==> src/ses_pkg.sv <==
// ses_pkg: shared constants, types and codes for the smallest enclosing sphere lookup
// no dependencies; every other file refers to it by scoped names
`default_nettype none

package ses_pkg;

   // table geometry
   localparam int MAX_SPHERES = 256;
   localparam int SLOT_W      = $clog2(MAX_SPHERES);
   localparam int TAB_DEPTH   = 2 * MAX_SPHERES;
   localparam int TAB_AW      = $clog2(TAB_DEPTH);
   localparam int CNT_W       = $clog2(MAX_SPHERES + 1);

   // field widths
   localparam int COUNT_W     = 9;
   localparam int ENTRY_W     = 8;
   localparam int INDEX_W     = 8;
   localparam int COORD_W     = 16;
   localparam int RAD_W       = 16;
   localparam int SQ_W        = 2 * COORD_W;
   localparam int R2_W        = 2 * RAD_W;
   localparam int SUM_W       = SQ_W + 2;
   localparam int NUM_AXES    = 3;
   localparam int CSR_IDX_W   = 1;

   // request modes
   localparam logic MODE_LOAD  = 1'b0;
   localparam logic MODE_QUERY = 1'b1;

   // register indexes
   localparam logic [CSR_IDX_W-1:0] CSR_COUNT_A = 1'b0;
   localparam logic [CSR_IDX_W-1:0] CSR_COUNT_B = 1'b1;

   typedef enum logic [1:0] {
      ST_IDLE,
      ST_SCAN,
      ST_DRAIN,
      ST_RESULT
   } state_type;

   typedef struct packed {
      logic [COORD_W-1:0] cx;
      logic [COORD_W-1:0] cy;
      logic [COORD_W-1:0] cz;
      logic [RAD_W-1:0]   rad;
   } sphere_type;

   // one table entry travelling down the cell row
   typedef struct packed {
      logic                             valid;
      logic                             last;
      logic [SLOT_W-1:0]                index;
      logic [RAD_W-1:0]                 rad;
      logic [NUM_AXES-1:0][COORD_W-1:0] coord;
      logic [SUM_W-1:0]                 sum;
   } token_type;

   typedef struct packed {
      logic              done;
      logic              found;
      logic [SLOT_W-1:0] index;
   } pick_status_type;

endpackage

`default_nettype wire

==> src/ses_cell.sv <==
// ses_cell: one axis cell, holds one query coordinate and adds its squared distance
// depends on ses_pkg; three stages: abs difference, square, accumulate
`default_nettype none

module ses_cell (
   input  wire logic                             clock,
   input  wire logic                             reset,
   input  wire logic                             load_point,
   input  wire logic signed [ses_pkg::COORD_W-1:0] point_coord,
   input  wire ses_pkg::token_type               tok_in,
   output ses_pkg::token_type                    tok_out
);

   logic signed [ses_pkg::COORD_W-1:0] point_ff;
   logic signed [ses_pkg::COORD_W:0]   diff;
   logic [ses_pkg::COORD_W-1:0]        absdiff_in;
   logic [ses_pkg::COORD_W-1:0]        absdiff_ff;
   logic [ses_pkg::SQ_W-1:0]           sq_ff;
   ses_pkg::token_type                 tok_a_in;
   ses_pkg::token_type                 tok_a_ff;
   ses_pkg::token_type                 tok_b_ff;
   ses_pkg::token_type                 tok_c_in;
   ses_pkg::token_type                 tok_c_ff;

   always_ff @(posedge clock) begin
      if (load_point) begin
         point_ff <= point_coord;
      end
   end

   // this cell uses coord[0]; the next cell finds its axis in coord[0] after rotation
   always_comb begin
      diff = {point_ff[ses_pkg::COORD_W-1], point_ff}
           - {tok_in.coord[0][ses_pkg::COORD_W-1], tok_in.coord[0]};
      absdiff_in = diff[ses_pkg::COORD_W] ? ses_pkg::COORD_W'(-diff)
                                          : ses_pkg::COORD_W'(diff);
      tok_a_in = tok_in;
      for (int i = 0; i < ses_pkg::NUM_AXES; i++) begin
         tok_a_in.coord[i] = tok_in.coord[(i + 1) % ses_pkg::NUM_AXES];
      end
   end

   always_comb begin
      tok_c_in     = tok_b_ff;
      tok_c_in.sum = tok_b_ff.sum + ses_pkg::SUM_W'(sq_ff);
   end

   always_ff @(posedge clock) begin
      if (reset) begin
         tok_a_ff <= '0;
         tok_b_ff <= '0;
         tok_c_ff <= '0;
      end else begin
         tok_a_ff <= tok_a_in;
         tok_b_ff <= tok_a_ff;
         tok_c_ff <= tok_c_in;
      end
   end

   always_ff @(posedge clock) begin
      absdiff_ff <= absdiff_in;
      sq_ff      <= absdiff_ff * absdiff_ff;
   end

   assign tok_out = tok_c_ff;

endmodule

`default_nettype wire

==> config.mk <==
export PLATFORM = sky130hd
export DESIGN_NAME = ses_cell
export DESIGN_NICKNAME = d
export VERILOG_FILES = /design/src/ses_pkg.sv /design/src/ses_cell.sv
export SDC_FILE = /design/constraint.sdc
export NUM_CORES = 1
export LEC_CHECK = 0
export BUFFER_PORTS_ARGS = -buffer_cell sky130_fd_sc_hd__buf_2
export CORE_ASPECT_RATIO = 1.2
export CORE_MARGIN = 2
export CORE_UTILIZATION = 55
export DETAILED_ROUTE_END_ITERATION = 8
export GPL_ROUTABILITY_DRIVEN = 0
export GPL_TIMING_DRIVEN = 0
export PLACE_DENSITY = 0.88
export SETUP_SLACK_MARGIN = 0.4
export SYNTH_ARGS = -nofsm -noshare
export SYNTH_HDL_FRONTEND = slang
export SYNTH_SLANG_ARGS = --single-unit
==> constraint.sdc <==
create_clock -name clock -period 8.5 [get_ports clock]
set_clock_uncertainty 0.05 [all_clocks]
set_input_delay 0.85 -clock clock [delete_from_list [all_inputs] [get_ports clock]]
set_output_delay 0.85 -clock clock [all_outputs]
set_load 0.1 [all_outputs]
==> impl_metrics.toml <==
[status]
status = "finished, final reports clean"

[placement]
port_buffers = 234
place_ws_ns = 1.29
place_hpwl_um = 34200

[hold_path]
min_from = "tok_a_ff[73]"
min_path_type = "flop to flop"

[floorplan]
die_h_um = 212
die_w_um = 178
start_util_pct = 55.7
num_io_pins = 235
core_um2 = 35800
rows = 76
dieArea_um2 = 37800

[cts]
post_cts_buffers = 0
clock_sinks = 387
cts_root_buf = "clkbuf_16"
clk_latency_ns = 0.54
cts_resized = 0
ctsLongestPathBuffers = 3
cts_buffers = 36
cts-hold-fix-buffers = 0
cts_tree = "done"
clk_pin_slew_ns = 0.07
htreeDepth = 2

[critical_path]
critPathMostFrequentCell = "fa_1"
path_cells = "clkbuf_1, clkbuf_1, nand2_1, fa_1, inv_1, fa_1, fa_1, fa_1, fa_1, inv_1, fa_1, inv_1, ha_1, and3_1, nand3_1, nor3_1, o211ai_1, and3b_1, nand3_1, a311oi_1, a21oi_1, xnor2_1"
critPathMaxStageDelay_ns = 0.60
crit_slowest_cell = "fa_1"
critPathArrivalTime_ns = 7.76
rrSetupSlack_ns = 1.12
required_ns = 8.87
endpoint_kind = "flop"
crit_start = "absdiff_ff[4]"
startpoint_type = "flop"
r2r_start = "absdiff_ff[4]"
worstSetupPathType = "flop to flop"
path_max_fanout = 10

[sta]
max_slew_margin_pct = 35.4
finalHoldViolCount = 0
finalCriticalPeriod_ns = 7.38
setup_violations = 0
tightest_slew_ns = 0.969
max_freq_ghz = 0.135
min_period_over_period_pct = 86.9
rsz0062_at_grt = "no"
drv_slew = 0
fin_setup_tns_ns = 0
finalWorstSetupSlack_ns = 1.12

[synth]
yosys_warnings = 0
synthFlopType = "dfxtp_1"
synth.net_count = 2395
synth_seq_cells = 387
ys_seq_area_share_pct = 39.7
syn_inst = 1953
synth_edf_count = 16
syn_avg_cell_area_um2 = 10.2
synth_cell_type_count = 58
syn_area_um2 = 19900
async_flop_share_pct = 0

[route]
post_drt_wl_per_cell_um = 16.5
wl_um = 44900
drc = 0
avgViaCountPerCell = 5.21
vias = 14164
ant_nets = 0
first_iter_violations = 747
first_pass_iters = 5

[global_routing]
grt_pass1_vias = 14848
grt_pass1_wl_um = 70600
grt-ovfl-total = 0
grt_usage_pct = 23.6
grt_start_max_net_pins = 17
antenna_found_initial = 1

[finish]
area_delta_synth_final_pct = 15.3
nNetsFinal = 2667
final_common_cell = "dfxtp_1"
drive_gt1_share_pct = 14.0
mostFrequentLayoutCells = "371 x dfxtp_1, 295 x nor2b_1, 269 x inv_1"

[flow_run]
maxCapViolations = 0
-- final timing paths --
path | cells past startpoint | endpoint
setup reg to reg | 22 | sq_ff[31]
hold reg to reg | 1 | tok_b_ff[73]
setup / recovery | 22 | sq_ff[31]
hold / removal | 1 | tok_b_ff[73]
-- cells in the mapped netlist (6+ instances only) --
master	instances	area share (%)
a211oi_1	8	0.30
or2_2	6	0.19
o21a_1	12	0.45
edfxtp_1	16	2.4
inv_1	269	5.1
nand3_1	16	0.40
or3_1	6	0.19
nor3_1	11	0.28
fa_1	164	16
a31oi_1	6	0.19
o21ai_0	39	0.98
xor2_1	27	1.2
nor2_1	103	1.9
nor2b_1	295	9.3
nor4b_1	6	0.26
and3_1	16	0.50
a21oi_1	61	1.5
nand2_1	91	1.7
xnor2_1	58	2.6
and2_1	47	1.5
o21bai_1	9	0.34
nand2b_1	10	0.31
clkbuf_1	58	1.1
dfxtp_1	371	37
a21o_1	34	1.3
ha_1	151	9.5
-- worst max-delay path, delay by kind of cell (launching register included) --
family / cells / cell delay (ns)
fa+ha+maj: 7 / 3.70
compound gates: 3 / 0.65
flops: 1 / 0.48
buf+inv: 5 / 1.10
simple gates: 6 / 1.11
xor+xnor: 1 / 0.14
-- state kept, by name, summed over array words and instances (netlist names) --
name and flops:
tok_a_ff 108, tok_b_ff 108, point_ff 16, sq_ff 31
tok_out 108, absdiff_ff 16
-- cell type report --
cell class	count	area, µm²
Antenna cell	1	2.50
Buffer	58	218
Clock buffer	43	957
Clock inverter	22	339
Fill cell	2591	12800
Inverter	269	1010
Multi-Input combinational cell	1239	10800
Sequential cell	387	7910
Tap cell	468	586
Timing Repair Buffer	234	1170
-- logic make-up after synthesis --
kind of cell / count (synthesis) / synth area share (%)
xor+xnor: 85 / 3.74
flops: 387 / 39.7
fa+ha+maj: 315 / 26.0
buf+inv: 327 / 6.16
simple gates: 631 / 17.5
compound gates: 204 / 6.69
mux: 4 / 0.220
-- metal layers --
layer / vias up / share of wire, % / track usage, %
met2: 567 / 51 / 42.8
met4: 0 / 6.2 / 13.9
li1: 6672 / - / -
met1: 6756 / 37 / 25.9
met3: 169 / 6.0 / 3.52
met5: - / 0 / 0
-- stage by stage --
stage               instance area [µm²]  std cells  utilization, %  hold slack [ns]
floorplan                         19900       1953               -            0.312
global placement                  21700       2655            60.6            0.365
detailed placement                21700       2655            60.6            0.370
CTS                               23000       2720            64.2            0.381
global route                      23000       2721            64.2            0.386
finish                            23000       2721            64.2            0.383
Power is not shown: default switching activity piles up to over one toggle a cycle in this logic, so the estimate is an artifact.
