===== src/ses_pkg.sv =====
// ses_pkg: shared constants, types and codes for the smallest enclosing sphere lookup
// no dependencies; every other file refers to it by scoped names
`default_nettype none

package ses_pkg;

   // table geometry
   localparam int MAX_SPHERES = 256;
   localparam int SLOT_W      = $clog2(MAX_SPHERES);
   localparam int TAB_DEPTH   = 2 * MAX_SPHERES;
   localparam int TAB_AW      = $clog2(TAB_DEPTH);
   localparam int CNT_W       = $clog2(MAX_SPHERES + 1);

   // field widths
   localparam int COUNT_W     = 9;
   localparam int ENTRY_W     = 8;
   localparam int INDEX_W     = 8;
   localparam int COORD_W     = 16;
   localparam int RAD_W       = 16;
   localparam int SQ_W        = 2 * COORD_W;
   localparam int R2_W        = 2 * RAD_W;
   localparam int SUM_W       = SQ_W + 2;
   localparam int NUM_AXES    = 3;
   localparam int CSR_IDX_W   = 1;

   // request modes
   localparam logic MODE_LOAD  = 1'b0;
   localparam logic MODE_QUERY = 1'b1;

   // register indexes
   localparam logic [CSR_IDX_W-1:0] CSR_COUNT_A = 1'b0;
   localparam logic [CSR_IDX_W-1:0] CSR_COUNT_B = 1'b1;

   typedef enum logic [1:0] {
      ST_IDLE,
      ST_SCAN,
      ST_DRAIN,
      ST_RESULT
   } state_type;

   typedef struct packed {
      logic [COORD_W-1:0] cx;
      logic [COORD_W-1:0] cy;
      logic [COORD_W-1:0] cz;
      logic [RAD_W-1:0]   rad;
   } sphere_type;

   // one table entry travelling down the cell row
   typedef struct packed {
      logic                             valid;
      logic                             last;
      logic [SLOT_W-1:0]                index;
      logic [RAD_W-1:0]                 rad;
      logic [NUM_AXES-1:0][COORD_W-1:0] coord;
      logic [SUM_W-1:0]                 sum;
   } token_type;

   typedef struct packed {
      logic              done;
      logic              found;
      logic [SLOT_W-1:0] index;
   } pick_status_type;

endpackage

`default_nettype wire


===== src/ses_pick.sv =====
// ses_pick: radius square, enclosure test and running choice of the smallest sphere
// depends on ses_pkg; fed by the last axis cell
`default_nettype none

module ses_pick (
   input  wire logic                clock,
   input  wire logic                reset,
   input  wire logic                clear,
   input  wire ses_pkg::token_type  tok_in,
   output ses_pkg::pick_status_type status
);

   logic                         valid_ff;
   logic                         last_ff;
   logic [ses_pkg::SLOT_W-1:0]   index_ff;
   logic [ses_pkg::RAD_W-1:0]    rad_ff;
   logic [ses_pkg::SUM_W-1:0]    d2_ff;
   logic [ses_pkg::R2_W-1:0]     r2_ff;
   logic                         enclosed;
   logic                         take;
   logic                         found_ff;
   logic [ses_pkg::SLOT_W-1:0]   best_index_ff;
   logic [ses_pkg::RAD_W-1:0]    best_rad_ff;
   logic                         done_ff;

   always_ff @(posedge clock) begin
      if (reset) begin
         valid_ff <= 1'b0;
         last_ff  <= 1'b0;
      end else begin
         valid_ff <= tok_in.valid;
         last_ff  <= tok_in.last;
      end
   end

   always_ff @(posedge clock) begin
      index_ff <= tok_in.index;
      rad_ff   <= tok_in.rad;
      d2_ff    <= tok_in.sum;
      r2_ff    <= tok_in.rad * tok_in.rad;
   end

   // strict compare keeps the lower index on equal radii
   always_comb begin
      enclosed = d2_ff <= ses_pkg::SUM_W'(r2_ff);
      take     = valid_ff && enclosed && (!found_ff || (rad_ff < best_rad_ff));
   end

   always_ff @(posedge clock) begin
      if (reset || clear) begin
         found_ff      <= 1'b0;
         best_index_ff <= '0;
         best_rad_ff   <= '0;
         done_ff       <= 1'b0;
      end else begin
         done_ff <= valid_ff && last_ff;
         if (take) begin
            found_ff      <= 1'b1;
            best_index_ff <= index_ff;
            best_rad_ff   <= rad_ff;
         end
      end
   end

   assign status.done  = done_ff;
   assign status.found = found_ff;
   assign status.index = best_index_ff;

endmodule

`default_nettype wire


===== config.mk =====
export PLATFORM = sky130hd
export DESIGN_NAME = ses_pick
export DESIGN_NICKNAME = d
export VERILOG_FILES = /design/src/ses_pkg.sv /design/src/ses_pick.sv
export SDC_FILE = /design/constraint.sdc
export NUM_CORES = 1
export LEC_CHECK = 0
export CORE_ASPECT_RATIO = 1.4
export CORE_MARGIN = 1.5
export CORE_UTILIZATION = 30
export CTS_CLUSTER_DIAMETER = 60
export DETAILED_ROUTE_END_ITERATION = 7
export DONT_BUFFER_PORTS = 1
export SLEW_MARGIN = 0
export SYNTH_ARGS = -nofsm -noshare
export SYNTH_HDL_FRONTEND = slang
export SYNTH_SLANG_ARGS = --single-unit

===== constraint.sdc =====
create_clock -name clock -period 8 [get_ports clock]
set_input_delay 0.4 -clock clock [delete_from_list [all_inputs] [get_ports clock]]
set_output_delay 0.4 -clock clock [all_outputs]
set_load 0.05 [all_outputs]

==> results.md <==
* Outcome: completed
* First-pass GRT wire length at 39940 um
* Met1 Track Usage GR at 0.1398
* Overflow after GRT at 0
* Via count at 7939
* Via density at between 4 and 5
* Hold Path Depth at 1
* Worst-Skew Late Latency at 440 ps
* Hpwl dp at about 19000 um
* CP arrival at 6310 ps
* Fin nets at 1688
* Inserted Clock Buffers at 17
* Unrepaired setup endpoints after global routing: no
* Slack of the critical path at roughly 2000 ps
* Worst hold path type: input port to flip-flop
* Syn nets at 1639
* Max Cap Violations at 0
* Met3 Use GR at 0.02785
* Post-Syn Instances at 1215
* R2R Path End: best_rad_ff[10]$_SDFFE_PP0P_
* Initial core utilization at 0.3046
* Clock skew at 17.05 ps
* Clock slew at reported path FFs at 50 ps
* Pwr/cell area at around 430 nW/um2
* Final hold slack at 36.68 ps
* Most used DFF post-synth: dfxtp_1
* Async set or reset register ratio after synthesis at 0
* Chip Width at 167.9 um
* Synth warn at 0
* CP Max Fanout at 13
* Leak at 0.006600 uW
* # H-tree levels at 4
* Drt wl/cell at 13.99 um
* Hold Fails Final Rpt at 0
* Residual DRC at 0
* Setup TNS at 0 ps
* Routed WL at 24500 um
* PortBufs at 0
* Io pins at 121
* Hold EP: r2_ff[2]$_DFF_P_
* CTS sink cnt at 116
* Pin count of the biggest net entering global routing at 51
* CTS tree: done
* CTS Hold Bufs at 58
* Post-Syn Area per Cell at about 9.4 um2
* Grt met2 use at 0.2546
* Die Height at 233.9 um
* Post-Place Worst Slack at 1528 ps
* Crit path kind: input port to flip-flop
* Commonest non-fill, non-tap cell in the layout: inv_1
* Iter 0 DRT Violations at roughly 290
* Die Area at 39290 um2
* Tot Pwr at around 5600 uW
* FF-to-FF setup slack at 4410 ps
* Fin crit share at 0.7487
* Crit path from: tok_in[94]
* Library cells used by synthesis at 48
* Post-CTS sizing at 0
* Synth Register Bits at roughly 120
* Most Crowded Layer GR: met2
* EDFF count, synth at 0
* Max-slew violations at 0
* Bufs on Longest Clock Path at 2
* Layout cell share with drive strength beyond 1 at 0.03524
* RR Startpoint: r2_ff[31]$_DFF_P_
* Vias in the first global route at 8326
* Critical Path RT at around 8300 ps
* CORE AREA at 37520 um2
* Gr usage total at 0.1318
* Initial antenna violation count at 0
* Worst ir drop on vdd at roughly 430 uV
* Minimum clock period at about 6000 ps
* Crit start category: input port
* Slew @ Worst Pin at 1014 ps
* Max-slew headroom at 0.3224
* Setup Buffers After CTS at 0
* Seq/Total Area, Yosys at 0.2032
* Worst Reg-to-Reg Cells at 11
* Area grow syn2layout at 14.42%
* Number of cell rows at 84
* Hold path start: tok_in[82]
* Peak Freq at 167.0 MHz
* Final setup fails at 0
* Most frequent cells in the layout: inv_1, fa_1, ha_1
* CTS root buf: clkbuf_16
* Critical path capture point type: flip-flop
* Mapped cell area at 11430 um2
* Global placer's final weighted congestion at 0.8231
* Final ANT Viol Nets at 0
* DRT Pass-1 Iters at 4
[per-layer routing]
layer / vias to the layer above / wire [um]
li1: 3817 / -
met1: 4014 / 9621
met2: 82 / 13580
met3: 26 / 814
met4: 0 / 482
met5: - / 0
[worst max path at each step]
stage / endpoint / slack [ps] / cells after the start
2_1_floorplan: r2_ff[25]$_DFF_P_ / 1690 / 21
4_1_cts: r2_ff[29]$_DFF_P_ / 1960 / 21
3_5_place_dp: r2_ff[29]$_DFF_P_ / 1530 / 21
5_1_grt: r2_ff[31]$_DFF_P_ / 1670 / 21
3_3_place_gp: r2_ff[29]$_DFF_P_ / 1570 / 21
6_report: r2_ff[25]$_DFF_P_ / 2010 / 21
[registers in the layout (all words and copies together), names as in the netlist]
signal	cells
best_index_ff	8
done_ff	1
rad_ff	15
r2_ff	31
d2_ff	34
last_ff	1
index_ff	8
valid_ff	1
best_rad_ff	16
found_ff	1
[critical path, stage by stage]
cell       delay, ps
inv_1            140
nor2_1           250
inv_1            100
fa_1             450
fa_1             540
inv_1             40
ha_1             310
fa_1             510
fa_1             550
inv_1             60
fa_1             570
inv_1             50
ha_1             370
a21o_1           210
a2111oi_0        290
o21ai_0          220
nand3_1          170
a31oi_1          120
o21ai_0          230
or4b_2           600
o311ai_0         120
[cells in the mapped netlist, types with 3 or more instances]
cell	n	area share
inv_1	318	0.10
fa_1	164	0.29
ha_1	149	0.16
nand2_1	123	0.040
dfxtp_1	116	0.20
and2_1	45	0.025
a21oi_1	34	0.015
nor2_1	33	0.011
a21o_1	31	0.020
xnor2_1	29	0.022
clkbuf_1	25	0.0082
mux2i_1	25	0.022
o21ai_0	15	0.0066
nand3_1	12	0.0053
o21bai_1	9	0.0059
nand4_1	8	0.0044
xor2_1	7	0.0054
a31oi_1	6	0.0033
and3_1	6	0.0033
nand2b_1	6	0.0033
nor2b_1	6	0.0033
o21a_1	6	0.0039
nor3_1	5	0.0022
a211oi_1	3	0.0020
a21boi_0	3	0.0020
a31o_2	3	0.0023
[cell families (layout without fill, tap and decap cells)]
logic type	Yosys count	in the layout	share of synthesized area
buffers and inverters	347	409	0.1166
adders and majority gates	313	313	0.4505
and+or+nand+nor	254	254	0.1054
AOI/OAI and AO/OA	123	123	0.07380
DFF	116	116	0.2032
xor gates and xnor gates	36	36	0.02759
muxes	26	26	0.02288
other	0	1	0
[final cells by class]
class	count	area (um2)
Timing Repair Buffer	59	588.1
Clock inverter	11	126.4
Fill cell	3813	24450
Inverter	318	1194
Tap cell	473	591.8
Multi-Input combinational cell	752	7780
Sequential cell	116	2322
Antenna cell	1	2.502
Clock buffer	21	470.5
[power by group]
part	switching (uW)	total (uW)	internal, uW	leakage [uW]
registers	27.8	763	736	0.000968
logic	2270	4070	1800	0.00535
clock network	281	764	482	0.000282
[per-stage QoR]
stage | instances | util | instance area [um2]
3_5_place_dp | 1660 | 0.3170 | 11900
6_report | 1751 | 0.3485 | 13080
3_3_place_gp | 1660 | 0.3170 | 11900
5_1_grt | 1750 | 0.3484 | 13070
2_1_floorplan | 1215 | - | 11430
4_1_cts | 1750 | 0.3484 | 13070
No activity file was read; power rests on OpenSTA's default activity.
